## config.mk

```make
export PLATFORM = sky130hd
export DESIGN_NAME = ile_ctrl
export DESIGN_NICKNAME = d
export VERILOG_FILES = /design/src/hdl/ile_pkg.sv /design/src/hdl/ile_ctrl.sv
export VERILOG_INCLUDE_DIRS = /design/src /design/src/hdl
export SDC_FILE = /design/constraint.sdc
export NUM_CORES = 1
export LEC_CHECK = 0
export BUFFER_PORTS_ARGS = -buffer_cell sky130_fd_sc_hd__buf_2
export CAP_MARGIN = 20
export CORE_MARGIN = 1
export CORE_UTILIZATION = 46
export DETAILED_ROUTE_END_ITERATION = 10
export HOLD_SLACK_MARGIN = 0.12
export PLACE_DENSITY = 0.81
export RECOVER_POWER = 100
export SYNTH_ARGS = -nofsm -noshare
export SYNTH_HDL_FRONTEND = slang
export SYNTH_SLANG_ARGS = --single-unit
```

## constraint.sdc

```tcl
create_clock -name i_clk -period 3.8 [get_ports i_clk]
set_input_delay 0.76 -clock i_clk [delete_from_list [all_inputs] [get_ports i_clk]]
set_output_delay 0.76 -clock i_clk [all_outputs]
set_load 0.02 [all_outputs]
```

## src/hdl/indexed_list_engine_defines.svh

```systemverilog
// ---------------------------------------------------------------------------
// Assertion macros for the indexed list engine
// Concurrent checks that compile away when SYNTHESIS is defined.
// ---------------------------------------------------------------------------
`ifndef INDEXED_LIST_ENGINE_DEFINES_SVH
`define INDEXED_LIST_ENGINE_DEFINES_SVH

`ifndef SYNTHESIS

// Same-cycle implication, disabled while reset is asserted.
`define ILE_ASSERT_IMP(lbl, clk, rst_n, ante, cons, msg) \
    lbl: assert property (@(posedge clk) disable iff (!rst_n) (ante) |-> (cons)) \
        else $error(msg);

// Next-cycle implication, disabled while reset is asserted.
`define ILE_ASSERT_NXT(lbl, clk, rst_n, ante, cons, msg) \
    lbl: assert property (@(posedge clk) disable iff (!rst_n) (ante) |=> (cons)) \
        else $error(msg);

`else

`define ILE_ASSERT_IMP(lbl, clk, rst_n, ante, cons, msg)
`define ILE_ASSERT_NXT(lbl, clk, rst_n, ante, cons, msg)

`endif

`endif

```

## src/hdl/ile_pkg.sv

```systemverilog
// ---------------------------------------------------------------------------
// Indexed list engine package
// Command and status codes, cell operations and transaction payload types.
// ---------------------------------------------------------------------------
package ile_pkg;

    // Command codes; six and seven are unused and ignored.
    typedef enum logic [2:0] {
        CMD_APPEND  = 3'd0,
        CMD_INSERT  = 3'd1,
        CMD_REMOVE  = 3'd2,
        CMD_REPLACE = 3'd3,
        CMD_READ    = 3'd4,
        CMD_CLEAR   = 3'd5
    } t_cmd;

    // Result status codes.
    typedef enum logic [1:0] {
        ST_OK    = 2'd0,
        ST_RANGE = 2'd1,
        ST_FULL  = 2'd2
    } t_status;

    // Operation broadcast to every cell of the row.
    typedef enum logic [1:0] {
        CELL_HOLD   = 2'd0,
        CELL_LOAD   = 2'd1,
        CELL_INSERT = 2'd2,
        CELL_REMOVE = 2'd3
    } t_cell_op;

    // Input transaction payload.
    typedef struct packed {
        logic [2:0]         cmd;
        logic [6:0]         position;
        logic signed [31:0] item_value;
    } t_in_item;

    // Output transaction payload.
    typedef struct packed {
        logic signed [31:0] read_value;
        logic [1:0]         status;
        logic [6:0]         length;
    } t_out_item;

    // Per-command result summary from the controller.
    typedef struct packed {
        logic       rd_en;
        t_status    status;
        logic [6:0] length;
    } t_ctrl_res;

endpackage

```

## src/hdl/ile_ctrl.sv

```systemverilog
// ---------------------------------------------------------------------------
// Indexed list engine controller
// Keeps the element count, checks positions and drives the cell row.
// ---------------------------------------------------------------------------
`include "indexed_list_engine_defines.svh"

module ile_ctrl #(
    parameter int DEPTH = 64,
    parameter int IDX_W = 6
) (
    input  logic               i_clk,
    input  logic               i_rst_n,
    input  logic               i_accept,
    input  ile_pkg::t_in_item  i_item,
    output ile_pkg::t_cell_op  o_cell_op,
    output logic [IDX_W-1:0]   o_where,
    output ile_pkg::t_ctrl_res o_res
);
    import ile_pkg::*;

    localparam int CNT_W = $clog2(DEPTH + 1);
    localparam int CMP_W = (CNT_W > 7) ? CNT_W : 7;

    logic [CNT_W-1:0] r_count;
    logic [CNT_W-1:0] n_count;
    logic [CMP_W-1:0] count_x;
    logic [CMP_W-1:0] pos_x;
    logic             full;
    t_cell_op         op;
    logic [CMP_W-1:0] where_x;

    assign count_x = CMP_W'(r_count);
    assign pos_x   = CMP_W'(i_item.position);
    assign full    = (r_count == CNT_W'(DEPTH));

    // Decode the command against the current count.
    always_comb begin
        n_count     = r_count;
        op          = CELL_HOLD;
        where_x     = pos_x;
        o_res.rd_en = 1'b0;
        o_res.status = ST_OK;
        case (t_cmd'(i_item.cmd))
            CMD_APPEND: begin
                if (full) begin
                    o_res.status = ST_FULL;
                end else begin
                    op      = CELL_LOAD;
                    where_x = count_x;
                    n_count = r_count + 1'b1;
                end
            end
            CMD_INSERT: begin
                if (pos_x > count_x) begin
                    o_res.status = ST_RANGE;
                end else if (full) begin
                    o_res.status = ST_FULL;
                end else begin
                    op      = CELL_INSERT;
                    n_count = r_count + 1'b1;
                end
            end
            CMD_REMOVE: begin
                if (pos_x >= count_x) begin
                    o_res.status = ST_RANGE;
                end else begin
                    op      = CELL_REMOVE;
                    n_count = r_count - 1'b1;
                end
            end
            CMD_REPLACE: begin
                if (pos_x >= count_x) begin
                    o_res.status = ST_RANGE;
                end else begin
                    op = CELL_LOAD;
                end
            end
            CMD_READ: begin
                if (pos_x >= count_x) begin
                    o_res.status = ST_RANGE;
                end else begin
                    o_res.rd_en = 1'b1;
                end
            end
            CMD_CLEAR: begin
                n_count = '0;
            end
            default: begin
                n_count = r_count;
            end
        endcase
        o_res.length = 7'(n_count);
    end

    assign o_cell_op    = i_accept ? op : CELL_HOLD;
    assign o_where      = IDX_W'(where_x);

    // Element count register.
    always_ff @(posedge i_clk) begin
        if (!i_rst_n) begin
            r_count <= '0;
        end else if (i_accept) begin
            r_count <= n_count;
        end
    end

    // Checks on the count bookkeeping.
    `ILE_ASSERT_IMP(a_count_max, i_clk, i_rst_n, 1'b1, r_count <= CNT_W'(DEPTH),
        "count past depth")
    `ILE_ASSERT_NXT(a_clear_zero, i_clk, i_rst_n,
        i_accept && (i_item.cmd == CMD_CLEAR), r_count == '0, "clear left entries")
    `ILE_ASSERT_IMP(a_full_only, i_clk, i_rst_n,
        i_accept && (o_res.status == ST_FULL), full, "full status while not full")
    `ILE_ASSERT_NXT(a_count_step, i_clk, i_rst_n, i_accept,
        (r_count == $past(r_count)) || (r_count == $past(r_count) + 1'b1) ||
        (r_count == $past(r_count) - 1'b1) || (r_count == '0), "count jumped")

endmodule

```

After elaboration in Yosys (flattened, before gate mapping)
Cells that the tools add are included.
- output and inout port bits: 18
- register bits after elaboration: 7
- input port bits: 45
- equality and inequality tests: 6
- reduce and logical (&&, ||, !) cells: 2
- $add $sub $neg: 2
- mux-type cells: 19
- order comparisons: 2
- operators with widths (cell ; count):
    $pmux 7 s4 ; 1
    $mux 7 ; 3
    $mux 2 ; 6
    $mux 6 ; 2
    $pmux 2 s4 ; 1
    $add 7x1->7 const B ; 1
    $eq 7x7->1 const B ; 1
    $ge 7x7->1 ; 1
    $gt 7x7->1 ; 1
    $sub 7x1->7 const B ; 1
    $eq 3x2->1 const B ; 2
    $eq 3x3->1 const B ; 2
    $pmux 2 s3 ; 1
    $mux 1 ; 5
    $eq 3x1->1 const B ; 1
    $logic_not 3->1 ; 1
    $reduce_or 3->1 ; 1

Depth between registers and ports, before layout
- word-level depth: 5
- depth in mapped cells: 10

Worst setup path before layout
OpenSTA, ideal clock, no wires.
- kind: input to output
- start point: input port i_item[32] (netlist bit)
- end point: output port o_res[2] (netlist bit)
- stages on the path: 8
- data required time: 3.040 ns
- arrival: 2.468 ns
- buffers on the path: 0
- setup slack: 0.572 ns
- cells stage by stage: inv_1 -> ha_1 -> nand2b_4 -> a211o_1 -> a21oi_4 -> and2_1 -> a21oi_1 -> o21ai_0
- RTL lines (what ; RTL line ; source):
    start, declared ; ile_ctrl.sv:14 ; input ile_pkg::t_in_item i_item,
    end, declared ; ile_ctrl.sv:17 ; output ile_pkg::t_ctrl_res o_res

==> qor.txt <==
CORE AREA -> 0.002500 mm^2
dpl cells -> 213
CTS tree -> done
unrepaired setup endpoints after global routing -> no
first-pass GRT wire length -> 5.575 mm
Synth Flop Type -> dfxtp_1
GRT overflow -> 0
die height -> 53.76 um
sequential share of the synthesized area -> 0.1137
post-synth cell types -> 63
area leader, netlist -> dfxtp_1
hold_buf cts -> 0
clock sink count -> 7
fin crit period -> 3711 ps
htree depth -> 1
syn avg cell area -> 7.703 um^2
DRT Pass-1 Iters -> 4
area taken by multi-input logic gates -> 975.9 um^2
Die ar. -> 0.002890 mm^2
Post-DRT Antenna Nets -> 0
PwrDens -> 215.6 mW/mm^2
DRC -> 0
Initial DRC Count -> 75
top post-synthesis cells by area -> dfxtp_1 11%, ha_1 9.1%, nand2_1 5.8%
endpoints failing setup -> 0
clock latency on the worst-skew pair -> 260 ps
worst setup path category -> reg2out
Core Util, Final -> 0.5475
largest net degree at the start of global routing -> 15
Setup crit end kind -> primary output
Avg WL per Cell -> 16.39 um
Fmax -> 0.2695 GHz
Synth top area share -> 0.1137
row count -> 18
Final Max Slew Viols -> 0
VDD IR-drop max -> 0.1735 mV
RePlAce Congestion -> 0.9394
Max Cap Viol -> 0
clk slew on worst S/H paths -> 60 ps
number of nets in the layout -> 242
final wirelength -> 3.556 mm
Startpoint Class -> flop
maximum buffer depth of the clock tree -> 2
CTS resizes -> 0
Hold Vio Cnt, Final -> 0
Syn-to-layout area delta -> 11.07%
Max-slew headroom -> 0.5621
Mapped Cells -> 160
Tot GR Track Use -> 0.2681
CTS root buf -> clkbuf_4
Initial Util -> 0.4930
Max Fanout on Critical Path -> 7
buffers added on ports -> 30
Num CTS Buffers -> 3
vias in the first global route -> 1249
Synth Register Bits -> 7
Final TNS setup -> 0 ps
storage element area -> 140.1 um^2
share of cells above drive strength 1 -> 0.2460
Post-synth EDFFs -> 0
Yosys warning total -> 0
Non-Filler Instances -> 217
Filler cells -> 248
worst clock skew -> 8.546 ps
Setup Buffers After CTS -> 0
WP data arrival -> 2950 ps
vias -> 1385
Pleak -> 0.5761 nW
status -> finished clean
max reg flops -> 7
Worst Path Required -> 3040 ps
Syn Nets -> 214
hold crit path type -> reg2reg
Netlist Area Pre-Place -> 0.001232 mm^2
drt via density -> 6.382
period utilisation layout -> 0.9765
antenna violations before repair -> 0
# IOs -> 63
Synth async-reset ratio -> 0
DP HPWL -> 2.788 mm
n_diodes -> 0
die width -> 53.76 um
Worst Tran Pin Value -> 647.7 ps
## through the flow
step | hold slack (ps) | total power [mW] | area [um^2] | setup WS, ps
finish | 632.1 | 0.2951 | 1369 | 89.32
global route | 673.6 | 0.3136 | 1369 | 35.32
CTS | 661.5 | 0.2967 | 1398 | 171.6
detailed placement | 653.4 | 0.2263 | 1371 | 240.8
global placement | 645.3 | 0.2204 | 1371 | 333.0
floorplan | 575.1 | 0.1922 | 1232 | 572.3
## cell usage in the layout (no fill, tap or decap), types with 2 or more instances in the layout
| cell type | count |
|---|---|
| and3_1 | 4 |
| dfxtp_1 | 7 |
| a22o_1 | 4 |
| nor3_1 | 3 |
| ha_1 | 9 |
| inv_1 | 9 |
| o211ai_1 | 3 |
| a21oi_1 | 11 |
| o21ai_1 | 2 |
| buf_2 | 16 |
| a31oi_1 | 4 |
| nand2_1 | 19 |
| mux2i_1 | 3 |
| o21ai_2 | 3 |
| o21ai_0 | 10 |
| a21o_1 | 2 |
| clkbuf_1 | 12 |
| and2_1 | 2 |
| o21a_1 | 2 |
| clkbuf_4 | 3 |
| nand4_1 | 2 |
| nor2_1 | 4 |
| and3_2 | 2 |
| buf_4 | 2 |
| clkbuf_2 | 3 |
| xnor2_1 | 3 |
| o211ai_2 | 2 |
| nand3_1 | 5 |
## path summary, 6_finish.rpt
| path | start | to | slack, ps | depth (start not counted) |
|---|---|---|---|---|
| worst max register to register | count_x[5] | count_x[1] | 1080 | 8 |
| worst min-delay path | count_x[2] | count_x[2] | 630 | 2 |
| worst max-delay path | count_x[5] | o_res[3] | 90 | 9 |
| worst min register to register | count_x[2] | count_x[2] | 630 | 2 |
## cells in the mapped netlist (3+ instances only)
master / count
buf_6: 3
o21ai_0: 9
and2_1: 3
nor2_1: 4
ha_1: 9
o21ai_1: 3
a31oi_1: 4
nand2_1: 19
inv_1: 9
a21oi_1: 11
mux2i_1: 3
nand3_1: 5
and3_1: 4
o21ai_2: 3
a22o_1: 4
nor3_1: 3
o211ai_1: 3
dfxtp_1: 7
xnor2_1: 3
## power by group
| part | total [mW] | switching, mW | internal, mW |
|---|---|---|---|
| clock network | 0.0712 | 0.0309 | 0.0403 |
| logic | 0.145 | 0.0938 | 0.0507 |
| registers | 0.0794 | 0.00367 | 0.0757 |
## cell type report
cell class                      count  area share
Inverter                           10     0.02742
Sequential cell                     7      0.1024
Clock buffer                        4     0.01920
Timing Repair Buffer               32      0.1106
Multi-Input combinational cell    134      0.7130
Tap cell                           30     0.02742
## kinds of logic (layout without fill, tap and decap cells)
logic type                 count (synthesis)  in the layout  share of synthesized area
adders and majority gates                  9              9                    0.09137
buffers and inverters                     19             46                    0.08223
DFF                                        7              7                     0.1137
xor gates and xnor gates                   3              3                    0.02132
muxes                                      4              4                    0.03350
and+or+nand+nor                           55             55                     0.2650
AOI/OAI and AO/OA                         63             63                     0.3929
## per-layer routing
| metal | share of wire | track usage |
|---|---|---|
| met1 | 0.42 | 0.3121 |
| met2 | 0.48 | 0.4650 |
| met3 | 0.075 | 0.03107 |
| met4 | 0.029 | 0.1579 |
| met5 | 0 | 0 |
## critical path, cell delays in order (launching register included)
cell and delay (ps):
dfxtp_1 450, clkinv_1 300, ha_1 400, and4_4 240, a21boi_4 220, o21ai_2 160
and2_1 250, a2111oi_2 410, nor2_1 90, buf_2 170
Note: power is estimated with default switching activity, not from simulation.
