--- src/hdl/indexed_list_engine_defines.svh ---
// ---------------------------------------------------------------------------
// Assertion macros for the indexed list engine
// Concurrent checks that compile away when SYNTHESIS is defined.
// ---------------------------------------------------------------------------
`ifndef INDEXED_LIST_ENGINE_DEFINES_SVH
`define INDEXED_LIST_ENGINE_DEFINES_SVH

`ifndef SYNTHESIS

// Same-cycle implication, disabled while reset is asserted.
`define ILE_ASSERT_IMP(lbl, clk, rst_n, ante, cons, msg) \
    lbl: assert property (@(posedge clk) disable iff (!rst_n) (ante) |-> (cons)) \
        else $error(msg);

// Next-cycle implication, disabled while reset is asserted.
`define ILE_ASSERT_NXT(lbl, clk, rst_n, ante, cons, msg) \
    lbl: assert property (@(posedge clk) disable iff (!rst_n) (ante) |=> (cons)) \
        else $error(msg);

`else

`define ILE_ASSERT_IMP(lbl, clk, rst_n, ante, cons, msg)
`define ILE_ASSERT_NXT(lbl, clk, rst_n, ante, cons, msg)

`endif

`endif

--- src/hdl/ile_pkg.sv ---
// ---------------------------------------------------------------------------
// Indexed list engine package
// Command and status codes, cell operations and transaction payload types.
// ---------------------------------------------------------------------------
package ile_pkg;

    // Command codes; six and seven are unused and ignored.
    typedef enum logic [2:0] {
        CMD_APPEND  = 3'd0,
        CMD_INSERT  = 3'd1,
        CMD_REMOVE  = 3'd2,
        CMD_REPLACE = 3'd3,
        CMD_READ    = 3'd4,
        CMD_CLEAR   = 3'd5
    } t_cmd;

    // Result status codes.
    typedef enum logic [1:0] {
        ST_OK    = 2'd0,
        ST_RANGE = 2'd1,
        ST_FULL  = 2'd2
    } t_status;

    // Operation broadcast to every cell of the row.
    typedef enum logic [1:0] {
        CELL_HOLD   = 2'd0,
        CELL_LOAD   = 2'd1,
        CELL_INSERT = 2'd2,
        CELL_REMOVE = 2'd3
    } t_cell_op;

    // Input transaction payload.
    typedef struct packed {
        logic [2:0]         cmd;
        logic [6:0]         position;
        logic signed [31:0] item_value;
    } t_in_item;

    // Output transaction payload.
    typedef struct packed {
        logic signed [31:0] read_value;
        logic [1:0]         status;
        logic [6:0]         length;
    } t_out_item;

    // Per-command result summary from the controller.
    typedef struct packed {
        logic       rd_en;
        t_status    status;
        logic [6:0] length;
    } t_ctrl_res;

endpackage

--- src/hdl/ile_cell.sv ---
// ---------------------------------------------------------------------------
// Indexed list engine storage cell
// Holds one entry; loads, takes a neighbor's entry or holds each cycle.
// ---------------------------------------------------------------------------
module ile_cell #(
    parameter int IDX   = 0,
    parameter int IDX_W = 6
) (
    input  logic               i_clk,
    input  ile_pkg::t_cell_op  i_op,
    input  logic [IDX_W-1:0]   i_where,
    input  logic signed [31:0] i_value,
    input  logic signed [31:0] i_left,
    input  logic signed [31:0] i_right,
    output logic signed [31:0] o_data
);
    import ile_pkg::*;

    localparam logic [IDX_W-1:0] MyIdx = IDX_W'(IDX);

    logic signed [31:0] r_data;
    logic signed [31:0] n_data;
    logic               at_where;
    logic               above_where;

    assign at_where    = (i_where == MyIdx);
    assign above_where = (MyIdx > i_where);

    // Choose the next entry: the new value, a neighbor's entry or our own.
    always_comb begin
        n_data = r_data;
        case (i_op)
            CELL_LOAD: begin
                if (at_where) begin
                    n_data = i_value;
                end
            end
            CELL_INSERT: begin
                if (at_where) begin
                    n_data = i_value;
                end else if (above_where) begin
                    n_data = i_left;
                end
            end
            CELL_REMOVE: begin
                if (at_where || above_where) begin
                    n_data = i_right;
                end
            end
            default: begin
                n_data = r_data;
            end
        endcase
    end

    // Entry register; contents are undefined until written.
    always_ff @(posedge i_clk) begin
        r_data <= n_data;
    end

    assign o_data = r_data;

endmodule

--- config.mk ---
export PLATFORM = sky130hd
export DESIGN_NAME = ile_cell
export DESIGN_NICKNAME = d
export VERILOG_FILES = /design/src/hdl/indexed_list_engine_defines.svh /design/src/hdl/ile_pkg.sv /design/src/hdl/ile_cell.sv
export SDC_FILE = /design/constraint.sdc
export NUM_CORES = 1
export LEC_CHECK = 0
export BUFFER_PORTS_ARGS = -buffer_cell sky130_fd_sc_hd__buf_2
export CORE_MARGIN = 2
export CORE_UTILIZATION = 44
export DETAILED_ROUTE_END_ITERATION = 7
export PLACE_DENSITY = 0.82
export REMOVE_ABC_BUFFERS = 1
export SETUP_SLACK_MARGIN = 0.2
export SLEW_MARGIN = 10
export SYNTH_ARGS = -nofsm -noshare
export SYNTH_HDL_FRONTEND = slang
export SYNTH_SLANG_ARGS = --single-unit
--- constraint.sdc ---
create_clock -name i_clk -period 2.4 [get_ports i_clk]
set_input_delay 0.24 -clock i_clk [delete_from_list [all_inputs] [get_ports i_clk]]
set_output_delay 0.24 -clock i_clk [all_outputs]
set_load 0.05 [all_outputs]
Word level (Yosys, flattened, before mapping):

Cells that the tools add are included.
Widths: inputs -> output; s select.

* order comparisons: 1
* equal/unequal tests: 6
* mux-type cells: 5
* reduce and logical (&&, ||, !) cells: 4

Operator list (number)
* $mux 32: 4
* $pmux 32 s3: 1
* $gt 1x6->1 const A: 1
* $logic_not 6->1: 1
* $eq 2x2->1 const B: 2
* $ne 2x2->1 const B: 2
* $reduce_and 4->1: 1
* $ne 3x3->1 const B: 1
* $reduce_bool 3->1: 1
* $eq 2x1->1 const B: 1
* $logic_or 1x1->1: 1

* bits in registers: 32
* input port bits: 105
* logic and storage cells: 17

Logic depth before layout (Yosys ltp):

Gate-level depths: netlist of the first run.

* word-level depth: 4
* gate-level depth with buffers: 5
* mapped depth without buffers: 3

Worst setup path before layout of the first run:

OpenSTA, ideal clock, no wires.

* path type: in2reg
* from: input port i_op[0]
* to: register r_data[0], in the netlist o_data[0], enable pin
* setup time: 0.387 ns
* data arrival time: 1.621 ns
* required time: 2.013 ns
* setup slack: 0.392 ns
* stages: 3
* cells stage by stage: buf_4 -> clkbuf_1 -> o211a_1

* longest elaborated chain between the ends: 3
* elaborated cells on any way between the ends: 8

Ends and longest elaborated chain
* from (decl): line ile_cell.sv:10 `input ile_pkg::t_cell_op i_op,`
* $eq 2x2->1 or $eq 2x1->1 (tied branches): line ile_cell.sv:32 `case (i_op)`
* $ne 3x3->1 (no line) (tied with other cells)
* $reduce_and 4->1 (no line) *
* to (signal assigned): line ile_cell.sv:58 `r_data <= n_data;`
* to (decl): line ile_cell.sv:21 `logic signed [31:0] r_data;`

Mark *: on every way between the ends. The rest lies on a longest branch, timed or not.
A chain may end at the register's enable or synchronous reset.

Worst setup path after layout of the first run:

* from: input port i_where[0]
* to: register r_data[19], in the netlist o_data[19], data pin

* longest elaborated chain between the ends: 3

Ends and longest elaborated chain
* from (decl): line ile_cell.sv:11 `input logic [IDX_W-1:0] i_where,`
* $logic_not 6->1: line ile_cell.sv:26 `assign at_where = (i_where == MyIdx);`
* $mux 32: line ile_cell.sv:39 `if (at_where) begin`
* $pmux 32 s3: line ile_cell.sv:32
* via n_data[19]: line ile_cell.sv:22 `logic signed [31:0] n_data;`

The timed path passes the listed nets, and every way through them passes these cells.

==> results of run 1 <==
-- synth_stat cells --
cell	number
inv_1	33
nor2_1	33
a221oi_2	32
edfxtp_1	32
a2111oi_1	29
buf_2	6
clkbuf_1	6
buf_4	4
a2111oi_0	3
buf_12	3
buf_6	3
a21o_4	1
clkbuf_2	1
nor3_1	1
nor4_4	1
o211a_1	1
-- report_power, final --
part	internal (mW)	switching [mW]
Sequential	0.628	0.00115
Combinational	0.142	0.163
Clock	0.191	0.180
Total	0.961	0.345
-- worst max-delay path by stage --
| stage | depth (start not counted) | slack (ns) | end |
|---|---|---|---|
| 2_1_floorplan | 2 | -0.1 | o_data[0]$_DFFE_PP_ |
| 3_3_place_gp | 4 | 0.71 | o_data[26]$_DFFE_PP_ |
| 3_5_place_dp | 4 | 0.68 | o_data[4]$_DFFE_PP_ |
| 4_1_cts | 4 | 0.97 | o_data[4]$_DFFE_PP_ |
| 5_1_grt | 4 | 0.86 | o_data[14]$_DFFE_PP_ |
| 6_report | 4 | 0.97 | o_data[19]$_DFFE_PP_ |
-- critical path, cell delays in order --
cell	delay, ns
buf_2	0.11
nor4_4	0.37
a21o_4	0.55
a221oi_2	0.15
-- kinds of logic after synthesis --
kind of cell	Yosys count	share of synthesized area
flops	32	0.429
simple gates	35	0.0671
buf+inv	56	0.136
compound gates	66	0.367
-- through the flow --
| stage | utilization | power [mW] | hold slack, ns |
|---|---|---|---|
| 3_3_place_gp | 0.604 | 0.940 | 0.614 |
| 6_report | 0.620 | 1.31 | 0.331 |
| 2_1_floorplan | - | 0.798 | 0.452 |
| 3_5_place_dp | 0.604 | 0.947 | 0.615 |
| 5_1_grt | 0.620 | 1.36 | 0.321 |
| 4_1_cts | 0.620 | 1.32 | 0.320 |
-- routing by layer --
layer	global-route usage	wire length [um]	part of all wire	up-vias
li1	-	-	-	1009
met1	0.233	2220	0.38	919
met2	0.393	3060	0.52	105
met3	0.0450	500	0.086	6
met4	0.0780	67	0.011	0
met5	0	0	0	-
-- layout make-up --
class                           instances  area [um^2]  area share
Multi-Input combinational cell        101          975       0.326
Sequential cell                        32          961       0.322
Timing Repair Buffer                  144          766       0.256
Inverter                               33          124      0.0415
Tap cell                               67         83.8      0.0281
Clock buffer                            5         68.8      0.0231
Clock inverter                          2         7.51     0.00251
==> impl_results.md, run 1 <==
- Final-stage net count: 422
- Antenna Cells: 0
- Yosys warns: 0
- CTS Root Cell: clkbuf_8
- Area growth syn-to-layout: 33.4%
- Slew headroom: 0.643
- Most frequent cells in the layout: 136 x buf_2, 32 x inv_1, 32 x nor2_1, 32 x a221oi_2, 32 x edfxtp_1
- Synth top area share: 0.429
- Clk sink count: 32
- Grt total ovfl: 0
- PD cells: 437 nW/um^2
- Pleak: 1.30 nW
- Cts bufs inserted: 5
- Placed Area: 2910 um^2
- Crit. End Element: flip-flop
- Port bufs: 136
- DIE AREA: 5670 um^2
- Hold path start: i_value[3]
- Cells after Synth: 189
- Final period utilization: 0.595
- DR vias: 2039
- First-pass GRT wire length: 8950 um
- TritonCTS clock tree: built
- Final setup fails: 0
- Worst-margin pin slew: 0.523 ns
- Starting Density: 0.465
- Setup TNS Final: 0 ns
- Crit path DAT: 1.43 ns
- Distinct cells, synth: 16
- Clk buf depth: 2
- Hold Path End: o_data[3]$_DFFE_PP_
- Post-CTS Resized: 0
- CP Class: primary input to flip-flop
- Hold Crit Class: primary input to flip-flop
- Pin count of the biggest net entering global routing: 43
- I/O Pins: 137
- GRT Util Overall: 0.210
- Seq cells post-synth: 32
- DRC violations left: 0
- Hold Path Cell Cnt: 3
- Layout cells sized above 1: 0.584
- Chip height: 75.3 um
- Area leader, netlist: edfxtp_1
- Drt pass-1 iters: 4
- Unrepaired setup endpoints after global routing: no
- Min cycle time layout: 1.43 ns
- Worst setup SP type: primary input
- Number of global-route vias before repair: 2014
- Max reg flops: 32
- Required time of the worst setup path: 2.40 ns
- Max IR drop VDD: 265 uV
- Routed Antenna Nets: 0
- Hold buffers post-CTS: 0
- Average size of a mapped cell: 11.8 um^2
- Final Hold Fails: 0
- Setup WS pre-CTS: 0.679 ns
- Synth top area cells: edfxtp_1 43%, a221oi_2 21%, a2111oi_1 13%
- Post-DP HPWL: 4160 um
- Max Fclk: 701 MHz
- Worst-path clk slew: 0.06 ns
- Max_cap viols: 0
- Cell Rows: 25
- Final wirelength: 5840 um
- Smallest setup slack after layout: 0.973 ns
- H-tree Lvls: 2
- Core ar.: 4820 um^2
- Critical Path Fanout Max: 32
- Max-slew violation count: 0
- Post-Synthesis Cell Area: 2240 um^2
- Post-CTS Setup Bufs: 0
- Die W: 75.3 um
- Crit path launch: i_where[0]
- Initial drt markers: 46
- WL/cell: 15.2 um
- Placed cell count: 377
- Most common cell after layout, fill and taps aside: buf_2
- Layout Cells excl Fill: 384
- Status: finished clean
- GPL Wtd Cong: 0.729
- FILL cells: 424
- Fin area: 2990 um^2
- Post-synthesis sequential area ratio: 0.429
- Via/cell ratio: 5.31
- Antenna violations before repair: 0
No activity file was read; power rests on OpenSTA's default activity.
==> run 2, diff against run 1 <==
==> constraint.sdc (replaced) <==
create_clock -name i_clk -period 1.4 [get_ports i_clk]
set_input_delay 0.14 -clock i_clk [delete_from_list [all_inputs] [get_ports i_clk]]
set_output_delay 0.14 -clock i_clk [all_outputs]
set_load 0.05 [all_outputs]
==> impl_results.md, run 2 (synthesized netlist as in run 1, its figures left out) <==
- Crit. End Element: flip-flop
- Final wirelength: 5760 um
- Final core area utilization: 0.650
- Antenna Cells: 0
- Drt pass-1 iters: 6
- Psw: 0.600 mW
- TritonCTS clock tree: built
- Hold Crit Class: primary input to flip-flop
- Most common cell after layout, fill and taps aside: buf_2
- Final-stage net count: 431
- GPL Wtd Cong: 0.725
- DIE AREA: 5670 um^2
- CTS Root Cell: clkbuf_8
- First-pass GRT wire length: 8680 um
- Pin count of the biggest net entering global routing: 34
- Required time of the worst setup path: 1.38 ns
- Starting Density: 0.465
- Number of global-route vias before repair: 1935
- I/O Pins: 137
- Chip height: 75.3 um
- Switching Share: 0.263
- Unrepaired setup endpoints after global routing: yes
- Hold_ws: 0.230 ns
- GRT Util Overall: 0.202
- CP Class: primary input to flip-flop
- DRC violations left: 0
- Clock power share: 0.280
- Grt total ovfl: 0
- Max-slew violation count: 0
- Crit path DAT: 1.17 ns
- Via/cell ratio: 5.31
- Status: finished clean
- Cts bufs inserted: 5
- Final period utilization: 0.849
- Antenna violations before repair: 0
- Post-CTS Resized: 0
- H-tree Lvls: 2
- Clk sink count: 32
- Setup TNS Final: 0 ns
- Post-CTS Setup Bufs: 0
- Logic pwr share: 0.247
- DR vias: 2086
- Final Hold Fails: 0
- Slew headroom: 0.664
- PD cells: 727 nW/um^2
- Worst-margin pin slew: 0.492 ns
- Worst setup SP type: primary input
- Max reg flops: 32
- Clk buf depth: 2
- Layout cells sized above 1: 0.598
- Final setup fails: 0
- Max IR drop VDD: 515 uV
- Min cycle time layout: 1.19 ns
- Worst-path clk slew: 0.06 ns
- Routed Antenna Nets: 0
- Critical Path Fanout Max: 16
- Initial drt markers: 102
- WL/cell: 14.7 um
- Pleak: 1.37 nW
- Port bufs: 136
- Cell Rows: 25
- Die W: 75.3 um
- Max Fclk: 842 MHz
- Hold buffers post-CTS: 0
- Max_cap viols: 0
- Post-DP HPWL: 4430 um
- Seq pwr share: 0.473
- Most frequent cells in the layout: 136 x buf_2, 32 x inv_1, 32 x nor2_1, 32 x a221oi_2, 32 x edfxtp_1
- Internal power: 1.68 mW
- Core ar.: 4820 um^2
- Area growth syn-to-layout: 40.0%
## run 2: final timing paths
check / startpoint / to / depth (start not counted)
max: i_where[0] / o_data[14]$_DFFE_PP_ / 5
min: i_value[27] / o_data[27]$_DFFE_PP_ / 3
## run 2: worst max-delay path, stage by stage
cell and delay (ns):
buf_2 0.11, nor4_4 0.27, buf_4 0.21, o211a_1 0.25, buf_12 0.18
## run 2: cell type report
type	count	area (um^2)
Clock buffer	5	68.8
Clock inverter	2	7.51
Fill cell	398	1680
Inverter	33	124
Multi-Input combinational cell	101	980
Sequential cell	32	961
Tap cell	67	83.8
Timing Repair Buffer	153	908
## run 2: metrics by stage
| step | cells | setup WS [ns] | power, mW | cell area (um^2) |
|---|---|---|---|---|
| CTS | 393 | 0.225 | 2.30 | 3130 |
| finish | 393 | 0.212 | 2.28 | 3130 |
| global placement | 386 | -0.0512 | 1.65 | 3050 |
| global route | 393 | 0.176 | 2.38 | 3130 |
| detailed placement | 386 | -0.0750 | 1.66 | 3050 |
| floorplan | 166 | -0.998 | 1.37 | 2060 |
## run 2: layer usage
layer / track usage / vias to the layer above / share of wire
met1: 0.237 / 974 / 0.39
met5: 0 / - / 0
met4: 0.0429 / 0 / 0.0026
li1: - / 1026 / -
met2: 0.366 / 84 / 0.53
met3: 0.0608 / 2 / 0.081
## run 2: power groups by stage
| stage | sequential, mW | combinational [mW] | clock, mW |
|---|---|---|---|
| 2_1_floorplan | 1.13 | 0.238 | 0 |
| 3_3_place_gp | 1.10 | 0.550 | 0 |
| 3_5_place_dp | 1.10 | 0.563 | 0 |
| 4_1_cts | 1.08 | 0.564 | 0.659 |
| 5_1_grt | 1.08 | 0.616 | 0.685 |
| 6_report | 1.08 | 0.563 | 0.637 |
==> run 3, diff against run 2 <==
==> constraint.sdc (replaced) <==
create_clock -name i_clk -period 1.2 [get_ports i_clk]
set_input_delay 0.12 -clock i_clk [delete_from_list [all_inputs] [get_ports i_clk]]
set_output_delay 0.12 -clock i_clk [all_outputs]
set_load 0.05 [all_outputs]
==> impl_results.md, run 3 (synthesized netlist as in run 1, its figures left out) <==
- Status: finished clean
- FILL cells: 366
- Grt total ovfl: 0
- Starting Density: 0.465
- Metal-1 WL: 2390 um
- Setup TNS Final: 0 ns
- First-pass GRT wire length: 8910 um
- Slew headroom: 0.603
- Max reg flops: 32
- Pin count of the biggest net entering global routing: 56
- DR vias: 2187
- DIE AREA: 5670 um^2
- Drt pass-1 iters: 4
- Post-DP HPWL: 4540 um
- Area of the multi-input gates: 1030 um^2
- Clk sink count: 32
- Cell Rows: 25
- Port bufs: 136
- Unrepaired setup endpoints after global routing: yes
- Met2 wire length: 3470 um
- Final Hold Fails: 0
- Die W: 75.3 um
- Max Fclk: 903 MHz
- WL met3: 541 um
- Top Metal Used: met4
- Worst-margin pin slew: 0.581 ns
- Hold Path Cell Cnt: 3
- Antenna Cells: 0
- Antenna violations before repair: 0
- Smallest setup slack after layout: 0.0921 ns
- PD cells: 793 nW/um^2
- Final setup fails: 0
- Final core area utilization: 0.714
- TritonCTS clock tree: built
- Hold buffers post-CTS: 0
- Clk buf depth: 2
- Initial drt markers: 155
- Final wirelength: 6480 um
- Crit path DAT: 1.12 ns
- GRT Util Overall: 0.209
- Cts bufs inserted: 5
- Most common cell after layout, fill and taps aside: buf_2
- Hold_ws: 0.208 ns
- Worst-path clk slew: 0.06 ns
- Crit. End Element: flip-flop
- Max IR drop VDD: 425 uV
- Number of global-route vias before repair: 2001
- Hold path start: i_value[26]
- Setup WS pre-CTS: -0.277 ns
- Area growth syn-to-layout: 53.5%
- Sequential cell area: 961 um^2
- Final-stage net count: 445
- Worst setup SP type: primary input
- CTS Root Cell: clkbuf_8
- Required time of the worst setup path: 1.21 ns
- Pleak: 1.49 nW
- Chip height: 75.3 um
- Hold Crit Class: primary input to flip-flop
- WL/cell: 16.0 um
- Layout cells sized above 1: 0.633
- Post-layout power: 2.73 mW
- GPL Wtd Cong: 0.793
- Max_cap viols: 0
- CP Class: primary input to flip-flop
- H-tree Lvls: 2
- Hold Path End: o_data[26]$_DFFE_PP_
- Critical Path Fanout Max: 8
- I/O Pins: 137
- Max-slew violation count: 0
- Core ar.: 4820 um^2
- Min cycle time layout: 1.11 ns
- Routed Antenna Nets: 0
- Via/cell ratio: 5.40
- Final period utilization: 0.923
- Most frequent cells in the layout: 109 x buf_2, 37 x buf_4, 32 x inv_1, 32 x nor2_1, 32 x edfxtp_1
- DRC violations left: 0
run 3: cell count changes in the layout (fill, tap and decap cells not counted), sizes merged:
cell / previous run / this run
clkbuf: 5 / 9
clkinv: 2 / 0
buf: 153 / 163
run 3: worst max-delay path, cell delays in order:
cell and delay, ns:
buf_6 0.09, nor4_4 0.29, buf_6 0.18, a21o_4 0.19, clkbuf_16 0.18, a221oi_2 0.07
run 3: through the flow:
stage | cell area, um^2 | cells
after floorplan | 2060 | 166
after global placement | 3090 | 394
after detailed placement | 3090 | 394
after CTS | 3200 | 400
after global routing | 3440 | 405
final | 3440 | 405
run 3: what timing repair did:
item | CTS | global route
pin swaps | 0 | 24
resized for setup | 10 | 55
endpoints found under the setup margin | 70 | 87
setup buffers | 1 | 1
gates cloned | 0 | 4
run 3: power breakdown:
group | leakage [nW] | internal (mW) | total (mW) | switching, mW
clock | 0.0359 | 0.373 | 0.732 | 0.359
combinational | 1.16 | 0.370 | 0.736 | 0.366
sequential | 0.300 | 1.26 | 1.26 | 0.00330
total | 1.49 | 2.00 | 2.73 | 0.728
run 3: how the worst max path moves through the flow:
| stage | startpoint | to | slack [ns] |
|---|---|---|---|
| after global routing | i_where[3] | o_data[1]$_DFFE_PP_ | 0.08 |
| after CTS | i_where[0] | o_data[25]$_DFFE_PP_ | 0.09 |
| final | i_where[3] | o_data[16]$_DFFE_PP_ | 0.09 |
| after detailed placement | i_where[0] | o_data[17]$_DFFE_PP_ | -0.28 |
| after global placement | i_where[0] | o_data[20]$_DFFE_PP_ | -0.25 |
| after floorplan | i_where[5] | o_data[0]$_DFFE_PP_ | -1.18 |
run 3: layout make-up:
class | instances | area share
repair buffers | 167 | 0.340
multi-input cells | 101 | 0.300
flip-flops and latches | 32 | 0.280
inverters | 33 | 0.0360
well taps | 67 | 0.0244
clock buffers | 5 | 0.0200
run 3: routing by layer:
metal / vias to the layer above / track usage
li1: 1059 / -
met1: 1014 / 0.243
met2: 105 / 0.367
met3: 9 / 0.0622
met4: 0 / 0.0760
met5: - / 0
